===== src/sv/elr_pkg.sv =====
// Shared types and constants of the escaped line reader.
package elr_pkg;

    localparam int LINE_W = 24;
    localparam int CHAR_W = 8;

    // Line number that the first line gets after reset.
    localparam logic [LINE_W-1:0] FIRST_LINE_RESET = 24'd1;

    // Result kinds.
    localparam logic [1:0] KIND_CHAR     = 2'd0;
    localparam logic [1:0] KIND_LINE_END = 2'd1;
    localparam logic [1:0] KIND_EOF      = 2'd2;

    // Byte address of the first line number register, word index bit only.
    localparam logic REG_FIRST_LINE = 1'b0;

    // Characters with a special meaning in the text.
    localparam logic [CHAR_W-1:0] CHR_BACKSLASH = 8'h5C;
    localparam logic [CHAR_W-1:0] CHR_HASH      = 8'h23;
    localparam logic [CHAR_W-1:0] CHR_NEWLINE   = 8'h0A;
    localparam logic [CHAR_W-1:0] CHR_SPACE     = 8'h20;
    localparam logic [CHAR_W-1:0] CHR_TAB       = 8'h09;
    localparam logic [CHAR_W-1:0] CHR_LOWER_B   = 8'h62;
    localparam logic [CHAR_W-1:0] CHR_LOWER_A   = 8'h61;
    localparam logic [CHAR_W-1:0] CHR_LOWER_F   = 8'h66;
    localparam logic [CHAR_W-1:0] CHR_LOWER_R   = 8'h72;
    localparam logic [CHAR_W-1:0] CHR_LOWER_T   = 8'h74;
    localparam logic [CHAR_W-1:0] CHR_LOWER_N   = 8'h6E;
    localparam logic [CHAR_W-1:0] CHR_LOWER_P   = 8'h70;

    // Number of digits that completes an octal escape.
    localparam logic [1:0] OCTAL_MAX_DIGITS = 2'd3;

    // One result item as it travels to the output.
    typedef struct packed {
        logic [1:0]        kind;
        logic [CHAR_W-1:0] ch;
        logic [LINE_W-1:0] line;
        logic              bad;
        logic              trunc;
        logic              last;
    } result_t;

    // Configuration write toward the decoder.
    typedef struct packed {
        logic              load;
        logic [LINE_W-1:0] value;
    } cfg_write_t;

    // Handshake between the decoder and the output buffer.
    typedef struct packed {
        logic    valid;
        result_t data;
    } push_t;

endpackage


===== src/sv/elr_decode.sv =====
// Parser state and single-pass decode of one input byte into up to two results.
module elr_decode (
    input  logic                clk,
    input  logic                rst_n,
    input  logic                in_valid,
    output logic                in_stall,
    input  logic [7:0]          data_byte,
    input  logic                end_of_input,
    input  elr_pkg::cfg_write_t cfg,
    input  logic                buf_full,
    output elr_pkg::push_t      push
);
    import elr_pkg::*;

    typedef enum logic [2:0] {
        MODE_NORMAL = 3'd0,
        MODE_CONT   = 3'd1,
        MODE_COMM   = 3'd2,
        MODE_BSL    = 3'd3,
        MODE_OCT    = 3'd4
    } mode_t;

    typedef struct packed {
        mode_t   mode;
        logic    emit;
        logic    newline;
        result_t res;
    } nstep_t;

    // Handling of one byte in normal mode.
    function automatic nstep_t normal_step(input logic [7:0] b, input logic [LINE_W-1:0] line);
        nstep_t s;
        s          = '0;
        s.mode     = MODE_NORMAL;
        s.res.line = line;
        if (b == CHR_BACKSLASH)
        begin
            s.mode = MODE_BSL;
        end
        else if (b == CHR_HASH)
        begin
            s.mode = MODE_COMM;
        end
        else if (b == CHR_NEWLINE)
        begin
            s.emit     = 1'b1;
            s.newline  = 1'b1;
            s.res.kind = KIND_LINE_END;
        end
        else
        begin
            s.emit     = 1'b1;
            s.res.kind = KIND_CHAR;
            s.res.ch   = b;
        end
        return s;
    endfunction

    // Named escape: returns the bad flag over the decoded character.
    function automatic logic [8:0] esc_map(input logic [7:0] b);
        logic [8:0] r;
        case (b)
            CHR_LOWER_B:   r = {1'b0, 8'h08};
            CHR_LOWER_A:   r = {1'b0, 8'h07};
            CHR_LOWER_F:   r = {1'b0, 8'h0C};
            CHR_LOWER_R:   r = {1'b0, 8'h0D};
            CHR_LOWER_T:   r = {1'b0, 8'h09};
            CHR_LOWER_N:   r = {1'b0, 8'h0A};
            CHR_LOWER_P:   r = {1'b0, CHR_HASH};
            CHR_BACKSLASH: r = {1'b0, CHR_BACKSLASH};
            default:       r = {1'b1, b};
        endcase
        return r;
    endfunction

    mode_t             mode_reg, mode_next;
    logic [8:0]        octal_value_reg, octal_value_next;
    logic [1:0]        octal_digits_reg, octal_digits_next;
    logic [LINE_W-1:0] current_line_reg, current_line_next;
    logic [LINE_W-1:0] newlines_reg, newlines_next;
    logic              has_chars_reg, has_chars_next;
    logic              pend_valid_reg;
    result_t           pend_reg;

    logic              accept;
    logic              is_octal;
    logic [8:0]        esc;
    logic [8:0]        oct_shift;
    logic [1:0]        oct_count;
    logic [1:0]        n_res;
    result_t           res0, res1;
    nstep_t            ns;

    assign in_stall = pend_valid_reg | buf_full;
    assign accept   = in_valid & ~in_stall;
    assign is_octal = (data_byte[7:3] == 5'b00110);
    assign esc      = esc_map(data_byte);
    assign oct_shift = {octal_value_reg[5:0], data_byte[2:0]};
    assign oct_count = octal_digits_reg + 2'd1;

    // Next parser state and the results of the byte on the input.
    always_comb
    begin
        mode_next         = mode_reg;
        octal_value_next  = octal_value_reg;
        octal_digits_next = octal_digits_reg;
        current_line_next = current_line_reg;
        newlines_next     = newlines_reg;
        has_chars_next    = has_chars_reg;
        n_res             = 2'd0;
        res0              = '0;
        res1              = '0;
        res0.line         = current_line_reg;
        res1.line         = current_line_reg;
        ns                = normal_step(data_byte, current_line_reg);

        if (end_of_input)
        begin
            // End of input drops any unfinished escape or comment.
            n_res             = 2'd1;
            res0.kind         = KIND_EOF;
            res0.line         = current_line_reg + newlines_reg;
            res0.trunc        = has_chars_reg;
            current_line_next = current_line_reg + newlines_reg;
            newlines_next     = '0;
            has_chars_next    = 1'b0;
            mode_next         = MODE_NORMAL;
            octal_value_next  = '0;
            octal_digits_next = '0;
        end
        else
        begin
            unique case (mode_reg)
                MODE_CONT:
                begin
                    if (data_byte == CHR_NEWLINE)
                    begin
                        newlines_next = newlines_reg + 24'd1;
                        mode_next     = MODE_NORMAL;
                    end
                end
                MODE_COMM:
                begin
                    if (data_byte == CHR_NEWLINE)
                    begin
                        n_res             = 2'd1;
                        res0.kind         = KIND_LINE_END;
                        current_line_next = current_line_reg + newlines_reg + 24'd1;
                        newlines_next     = '0;
                        has_chars_next    = 1'b0;
                        mode_next         = MODE_NORMAL;
                    end
                end
                MODE_BSL:
                begin
                    if (data_byte == CHR_SPACE || data_byte == CHR_TAB)
                    begin
                        mode_next = MODE_CONT;
                    end
                    else if (data_byte == CHR_NEWLINE)
                    begin
                        // Escaped newline joins the lines.
                        newlines_next = newlines_reg + 24'd1;
                        mode_next     = MODE_NORMAL;
                    end
                    else if (is_octal)
                    begin
                        mode_next         = MODE_OCT;
                        octal_digits_next = 2'd1;
                        octal_value_next  = {6'd0, data_byte[2:0]};
                    end
                    else
                    begin
                        n_res          = 2'd1;
                        res0.kind      = KIND_CHAR;
                        res0.ch        = esc[7:0];
                        res0.bad       = esc[8];
                        has_chars_next = 1'b1;
                        mode_next      = MODE_NORMAL;
                    end
                end
                MODE_OCT:
                begin
                    if (is_octal)
                    begin
                        octal_value_next  = oct_shift;
                        octal_digits_next = oct_count;
                        if (oct_count == OCTAL_MAX_DIGITS)
                        begin
                            n_res          = 2'd1;
                            res0.kind      = KIND_CHAR;
                            res0.ch        = oct_shift[7:0];
                            has_chars_next = 1'b1;
                            mode_next      = MODE_NORMAL;
                        end
                    end
                    else
                    begin
                        // The value goes out first, then the ending byte is parsed again.
                        n_res          = 2'd1;
                        res0.kind      = KIND_CHAR;
                        res0.ch        = octal_value_reg[7:0];
                        has_chars_next = 1'b1;
                        mode_next      = ns.mode;
                        if (ns.emit)
                        begin
                            n_res = 2'd2;
                            res1  = ns.res;
                        end
                        if (ns.newline)
                        begin
                            current_line_next = current_line_reg + newlines_reg + 24'd1;
                            newlines_next     = '0;
                            has_chars_next    = 1'b0;
                        end
                    end
                end
                default:
                begin
                    mode_next = ns.mode;
                    if (ns.emit)
                    begin
                        n_res = 2'd1;
                        res0  = ns.res;
                    end
                    if (ns.newline)
                    begin
                        current_line_next = current_line_reg + newlines_reg + 24'd1;
                        newlines_next     = '0;
                        has_chars_next    = 1'b0;
                    end
                    else if (ns.emit)
                    begin
                        has_chars_next = 1'b1;
                    end
                end
            endcase
        end

        // Mark the final result of this byte.
        if (n_res == 2'd1)
        begin
            res0.last = 1'b1;
        end
        if (n_res == 2'd2)
        begin
            res1.last = 1'b1;
        end
    end

    // A held second result goes before anything new.
    assign push.valid = ~buf_full & (pend_valid_reg | (accept & (n_res != 2'd0)));
    assign push.data  = pend_valid_reg ? pend_reg : res0;

    // Parser state and the holding register for a second result.
    always_ff @(posedge clk or negedge rst_n)
    begin
        if (!rst_n)
        begin
            mode_reg         <= MODE_NORMAL;
            octal_value_reg  <= '0;
            octal_digits_reg <= '0;
            current_line_reg <= FIRST_LINE_RESET;
            newlines_reg     <= '0;
            has_chars_reg    <= 1'b0;
            pend_valid_reg   <= 1'b0;
        end
        else
        begin
            if (cfg.load)
            begin
                current_line_reg <= cfg.value;
                newlines_reg     <= '0;
            end
            else if (accept)
            begin
                mode_reg         <= mode_next;
                octal_value_reg  <= octal_value_next;
                octal_digits_reg <= octal_digits_next;
                current_line_reg <= current_line_next;
                newlines_reg     <= newlines_next;
                has_chars_reg    <= has_chars_next;
            end

            if (accept && n_res == 2'd2)
            begin
                pend_valid_reg <= 1'b1;
            end
            else if (pend_valid_reg && !buf_full)
            begin
                pend_valid_reg <= 1'b0;
            end
        end
    end

    // The holding register carries no reset.
    always_ff @(posedge clk)
    begin
        if (accept && n_res == 2'd2)
        begin
            pend_reg <= res1;
        end
    end

    // A held second result blocks new input.
    a_pend_stalls: assert property (@(posedge clk) disable iff (!rst_n)
        pend_valid_reg |-> in_stall)
        else $error("input taken while a second result is held");

    // A byte with two results leaves the second one held.
    a_second_held: assert property (@(posedge clk) disable iff (!rst_n)
        (accept && n_res == 2'd2) |=> (pend_valid_reg && $past(push.valid)))
        else $error("second result not held after a two-result byte");

    // A held result drains as soon as the buffer has room.
    a_pend_drains: assert property (@(posedge clk) disable iff (!rst_n)
        (pend_valid_reg && !buf_full) |=> !pend_valid_reg)
        else $error("held result did not drain");

    // Only end of input produces an end-of-input result, always alone.
    a_eof_alone: assert property (@(posedge clk) disable iff (!rst_n)
        (accept && push.valid && push.data.kind == KIND_EOF) |-> (end_of_input && n_res == 2'd1))
        else $error("malformed end-of-input result");

endmodule


===== src/sv/elr_out_buf.sv =====
// Output register with a skid stage between the decoder and the result channel.
module elr_out_buf (
    input  logic             clk,
    input  logic             rst_n,
    input  elr_pkg::push_t   push,
    output logic             buf_full,
    output logic             out_valid,
    input  logic             out_stall,
    output elr_pkg::result_t out_data
);
    import elr_pkg::*;

    logic    out_valid_reg;
    result_t out_data_reg;
    logic    skid_valid_reg;
    result_t skid_data_reg;
    logic    out_free;

    // The output register can load when empty or when its transfer completes.
    assign out_free  = ~out_valid_reg | ~out_stall;
    assign buf_full  = skid_valid_reg;
    assign out_valid = out_valid_reg;
    assign out_data  = out_data_reg;

    // Valid flags of both stages.
    always_ff @(posedge clk or negedge rst_n)
    begin
        if (!rst_n)
        begin
            out_valid_reg  <= 1'b0;
            skid_valid_reg <= 1'b0;
        end
        else if (out_free)
        begin
            out_valid_reg  <= skid_valid_reg | push.valid;
            skid_valid_reg <= 1'b0;
        end
        else if (push.valid)
        begin
            skid_valid_reg <= 1'b1;
        end
    end

    // Payload of both stages.
    always_ff @(posedge clk)
    begin
        if (out_free)
        begin
            out_data_reg <= skid_valid_reg ? skid_data_reg : push.data;
        end
        else if (push.valid)
        begin
            skid_data_reg <= push.data;
        end
    end

endmodule


===== src/sv/escaped_line_reader.sv =====
// Escaped line reader: byte-serial decoder for backslash-escaped text lines.
//
// Input channel: in_valid, in_stall, data_byte, end_of_input. One raw byte per
// transfer; end_of_input marks the end of the text and data_byte is ignored.
// Result channel: out_valid, out_stall and the result fields. Each result is a
// decoded character, a line end with its line number, or end of input with
// the truncated flag. last_of_run marks the final result of one input byte.
// A result is registered in the output register. Throughput: one byte per
// cycle while in_stall is low. A byte that ends an octal escape and is itself
// a character or a line end gives two results; the second waits in a holding
// register and the input stalls until it is taken. The decode logic runs in
// one pass from the parser state registers into the output register.
// When the receiver stalls, a skid register takes one more result, and then
// in_stall rises until the output drains; nothing is lost.
// Reset puts the parser in normal mode, sets the line number to 1 and empties
// both result stages. Writing first_line_number (byte address 0) reloads the
// line count; write it only while the block is idle.
module escaped_line_reader (
    input  logic        clk,
    input  logic        rst_n,
    input  logic        psel,
    input  logic        penable,
    input  logic        pwrite,
    input  logic [2:0]  paddr,
    input  logic [31:0] pwdata,
    output logic [31:0] prdata,
    output logic        pready,
    input  logic        in_valid,
    output logic        in_stall,
    input  logic [7:0]  data_byte,
    input  logic        end_of_input,
    output logic        out_valid,
    input  logic        out_stall,
    output logic [1:0]  result_kind,
    output logic [7:0]  out_char,
    output logic [23:0] line_number,
    output logic        bad_escape,
    output logic        truncated,
    output logic        last_of_run
);
    import elr_pkg::*;

    logic [LINE_W-1:0] first_line_reg;
    cfg_write_t        cfg;
    push_t             push;
    logic              buf_full;
    result_t           out_data;

    // Configuration register access.
    assign pready    = 1'b1;
    assign cfg.load  = psel & penable & pwrite & (paddr[2] == REG_FIRST_LINE);
    assign cfg.value = pwdata[LINE_W-1:0];
    assign prdata    = (paddr[2] == REG_FIRST_LINE) ? {8'd0, first_line_reg} : 32'd0;

    always_ff @(posedge clk or negedge rst_n)
    begin
        if (!rst_n)
        begin
            first_line_reg <= FIRST_LINE_RESET;
        end
        else if (cfg.load)
        begin
            first_line_reg <= cfg.value;
        end
    end

    // Parser and decode.
    elr_decode u_decode (
        .clk          (clk),
        .rst_n        (rst_n),
        .in_valid     (in_valid),
        .in_stall     (in_stall),
        .data_byte    (data_byte),
        .end_of_input (end_of_input),
        .cfg          (cfg),
        .buf_full     (buf_full),
        .push         (push)
    );

    // Result registers.
    elr_out_buf u_out_buf (
        .clk       (clk),
        .rst_n     (rst_n),
        .push      (push),
        .buf_full  (buf_full),
        .out_valid (out_valid),
        .out_stall (out_stall),
        .out_data  (out_data)
    );

    assign result_kind = out_data.kind;
    assign out_char    = out_data.ch;
    assign line_number = out_data.line;
    assign bad_escape  = out_data.bad;
    assign truncated   = out_data.trunc;
    assign last_of_run = out_data.last;

endmodule

===== config.mk =====
export PLATFORM = sky130hd
export DESIGN_NAME = escaped_line_reader
export DESIGN_NICKNAME = d
export VERILOG_FILES = /design/src/sv/elr_pkg.sv /design/src/sv/elr_decode.sv /design/src/sv/elr_out_buf.sv /design/src/sv/escaped_line_reader.sv
export SDC_FILE = /design/constraint.sdc
export NUM_CORES = 1
export LEC_CHECK = 0
export BUFFER_PORTS_ARGS = -buffer_cell sky130_fd_sc_hd__buf_4
export CAP_MARGIN = 20
export CORE_UTILIZATION = 49
export CTS_CLUSTER_SIZE = 25
export DETAILED_ROUTE_END_ITERATION = 16
export PLACE_DENSITY = 0.68
export SYNTH_ARGS = -nofsm -noshare
export SYNTH_HDL_FRONTEND = slang
export SYNTH_HIERARCHICAL = 1
export SYNTH_SLANG_ARGS = --single-unit
export TNS_END_PERCENT = 20

===== constraint.sdc =====
create_clock -name clk -period 4.7 [get_ports clk]
set_input_delay 0.47 -clock clk [delete_from_list [all_inputs] [get_ports clk]]
set_output_delay 0.47 -clock clk [all_outputs]
set_load 0.01 [all_outputs]

==> results.txt <==
----------------------------------------------------
[Logic synthesis]
  Post-synth EDFFs ... approximately 110
  Main flop type after synthesis ... edfxtp_1
  Number of register bits inferred by synthesis ... 197
  Dominant cells by area after synthesis ... edfxtp_1 29%, dfrtp_1 19%, nand2_1 3.7%
  Average instance area after synthesis ... approximately 11 um2
  Complex-gate fraction of the synthesized area ... 14.3%
  YS warnings ... 6
  Mux contribution to synthesized area ... under 10%
  Post-synthesis xor/xnor area fraction ... around 4.4%
  Dominant combinational cell family by area after synthesis ... simple AND/OR/NAND/NOR gates
  Proportion of register bits with asynchronous set or reset after synthesis ... between 40 and 50%
  Proportion of synthesized chip area in sequential cells ... about 48%
  Simple-gate portion of the synthesized area ... 16.7%
  Netlist cell types ... around 90
  Number of cells produced by synthesis ... approximately 1100
  Adder and majority gate portion of the synthesized area ... ~3.0%
  Share of the synthesized area in the top cell type ... between 20 and 30%
  Cell type contributing the most total cell area after synthesis ... edfxtp_1
  Post-synthesis instance area ... between 10000 and 15000 um2

[Critical path]
  WP data required ... approximately 4.8 ns
  Endpoint kind of the worst setup timing path ... flop
  R2R depth ... 10
  Startpoint type of the worst setup path ... flop
  Arrival @ worst endpoint ... 3.95 ns
  Largest driver fanout on the critical path ... 23
  Type of the worst setup path ... flop to flop

[Finish]
  Number of filler cells placed in the layout ... between 1500 and 2000
  Fraction of final layout cells sized beyond drive strength 1 ... 21.8%
  Antenna diode instance count ... 0
  Most frequent standard cell in the layout excluding fill and tap cells ... nand2_1
  Register cell area after layout ... 5480 um2
  Fin nets ... 1207
  Combined area of the multi-input logic cells ... 5490 um2
  Area overhead of the layout relative to synthesis ... 13.4%
  Post-route non-filler standard cell count ... around 1400
  Highest-count cells in the layout ignoring fill and taps ... 113 x nand2_1, 112 x buf_4, 108 x edfxtp_1

[Power and ir drop]
  IR Drop Worst-Case VDD ... around 0.00029 V
  Post-layout power ... 0.00577 W
  Static leakage ... 5.38 nW
  Power density over the cells ... ~450 nW/um2

[Global route]
  Initial antenna violation count ... 0
  Vias in the first global route ... 7562
  Pin count of the biggest net entering global routing ... a little over 70
  Total global routing overflow ... 0
  Wire length of the first global-routing pass ... between 40 and 50 mm
  Overall Global Routing Usage ... a little over a fifth

[Clocking]
  Count of H-tree levels built during CTS ... 4
  Number of buffers inserted during clock tree synthesis ... 17
  Post-CTS setup buffer count ... 0
  # clock sinks ... 197
  Number of buffers inserted for hold repair after clock tree synthesis ... 0
  Maximum clock path buffer count ... 2
  TritonCTS clock tree ... built
  Register clock-pin slew on the reported worst setup and hold paths ... about 0.080 ns
  Post-cts repair resize count ... 0
  Worst skew pair latency ... 0.45 ns
  CTS root buffer ... clkbuf_16

[Routing]
  Detail-routed via count per cell ... 5.77
  Number of design rule violations left after detail routing ... 0
  Number of vias in the routed layout ... between 8000 and 9000
  1st-pass router iterations ... 5
  Number of DRC violations after detailed-routing iteration 0 ... between 600 and 700
  Antenna-violating nets left ... 0
  Average wire length per cell after detail routing ... roughly 18 um
  Total wirelength of the detailed-routed design ... 25.5 mm

[Placement]
  Port Buffer Count ... between 100 and 150
  Weighted congestion at the end of routability-driven global placement ... roughly 0.91
  Placed insts ... ~1400
  Post-detailed-placement half-perimeter wirelength ... 18.5 mm

[Timing]
  Headroom to the max-slew limit ... 39.0%
  Setup Skew ... 0.0293 ns
  Final count of negative-setup-slack endpoints ... 0
  Worst Hold Margin ... around 0.02 ns
  Tmin final ... between 3 and 4 ns
  RSZ-0062 raised after global routing ... no
  Worst-Margin Slew ... 0.915 ns
  Total negative slack for setup checks ... 0 ns
  Tcrit/Tclk final ... between 80% and 90%
  Max-slew violation total from the final report ... 0
  Achievable Freq ... about 260 MHz
  Number of endpoints with negative hold slack in the final report ... 0

[Die]
  Site Rows ... 55
  Horizontal die dimension ... 154 um
  Height of the die ... 154 um
  Core region area ... ~23000 um2
  Effective utilization at floorplan ... 50.1%
  Overall die area ... 23800 um2
  Top-Level Pins ... 123

[Run status]
  Status ... finished, final reports clean

[Flow run]
  Max_cap viols ... 0

[Min path]
  Class of the tightest hold or removal check ... input pin to async pin

----------------------------------------------------
layer usage:
metal	wire length [um]	global-route usage [%]
met5	0	0
met3	1220	3.64
met4	391	6.62
met2	11200	32.6
met1	12700	32.5
layout make-up:
cell class	count	area share, %
multi-input cells	785	42.7
flip-flops and latches	197	42.6
repair buffers	113	6.70
clock buffers	17	3.31
well taps	285	2.77
clock inverters	15	1.49
inverters	15	0.438
cells in the mapped netlist (4+ instances only):
master and count:
nand2_1 113, edfxtp_1 108, dfrtp_1 87, o21ai_0 78
nor2_1 69, a21oi_1 55, mux2_2 36, clkbuf_1 34
nor2b_1 29, xnor2_1 28, mux2_4 27, mux2i_1 27
ha_1 26, nand3_1 25, xor2_1 24, and3_1 17
nor3_1 17, buf_4 16, and2_1 15, inv_1 14
a21o_1 13, nand4_1 11, or3_1 11, a211oi_1 9
o41ai_1 8, nand2b_1 7, o21ai_1 7, buf_6 6
o21a_1 6, a211o_1 5, a221o_1 5, a22oi_1 5
o21bai_1 5, o31ai_1 5, and4_1 4, nor3_2 4
o211a_1 4, or4_1 4
worst max-delay path, stage by stage (launching register included):
cell and delay, ns:
dfrtp_1 0.48, or3_1 0.50, nor2_1 0.50, nand2_1 0.14
or2_1 0.29, inv_1 0.19, or4_1 0.17, a21oi_1 0.08
nor2_1 0.19, and3_1 0.58, buf_4 0.41
power by group:
group	switching (W)	leakage (nW)	internal [W]	total [W]
logic	0.000993	2.90	0.000815	0.00181
registers	0.000240	2.18	0.00223	0.00247
clock network	0.000758	0.301	0.000733	0.00149
total	0.00199	5.38	0.00378	0.00577
path summary, 6_finish.rpt:
kind	slack (ns)	startpoint	endpoint
max	0.85	u_decode/mode_reg[0]	u_out_buf/skid_data_reg[7]
min	0.02	rst_n	first_line_reg[13]
max reg2reg	0.85	u_decode/mode_reg[0]	u_out_buf/skid_data_reg[7]
min reg2reg	0.48	u_decode/octal_digits_reg[1]	u_decode/octal_digits_reg[1]
max in group asynchronous	3.61	rst_n	u_out_buf/buf_full
min in group clk	0.26	pwdata[20]	first_line_reg[20]
metrics by stage:
| step | setup WS, ns | utilization, % | cell area [um2] |
|---|---|---|---|
| global placement | 0.815 | 54.1 | 12200 |
| floorplan | 1.06 | - | 11400 |
| finish | 0.850 | 56.8 | 12900 |
| global route | 0.604 | 56.8 | 12900 |
| detailed placement | 0.765 | 54.1 | 12200 |
| CTS | 0.884 | 56.8 | 12900 |
cell families (layout without fill, tap and decap cells):
group	after synthesis	count (layout)
adder cells (fa/ha/maj)	27	27
AO/OA/AOI/OAI	246	246
AND/OR/NAND/NOR	358	358
other	2	9
buffers and inverters	79	160
XOR/XNOR	55	55
flip-flops	197	197
multiplexers	90	90
No activity file was read; power rests on OpenSTA's default activity.
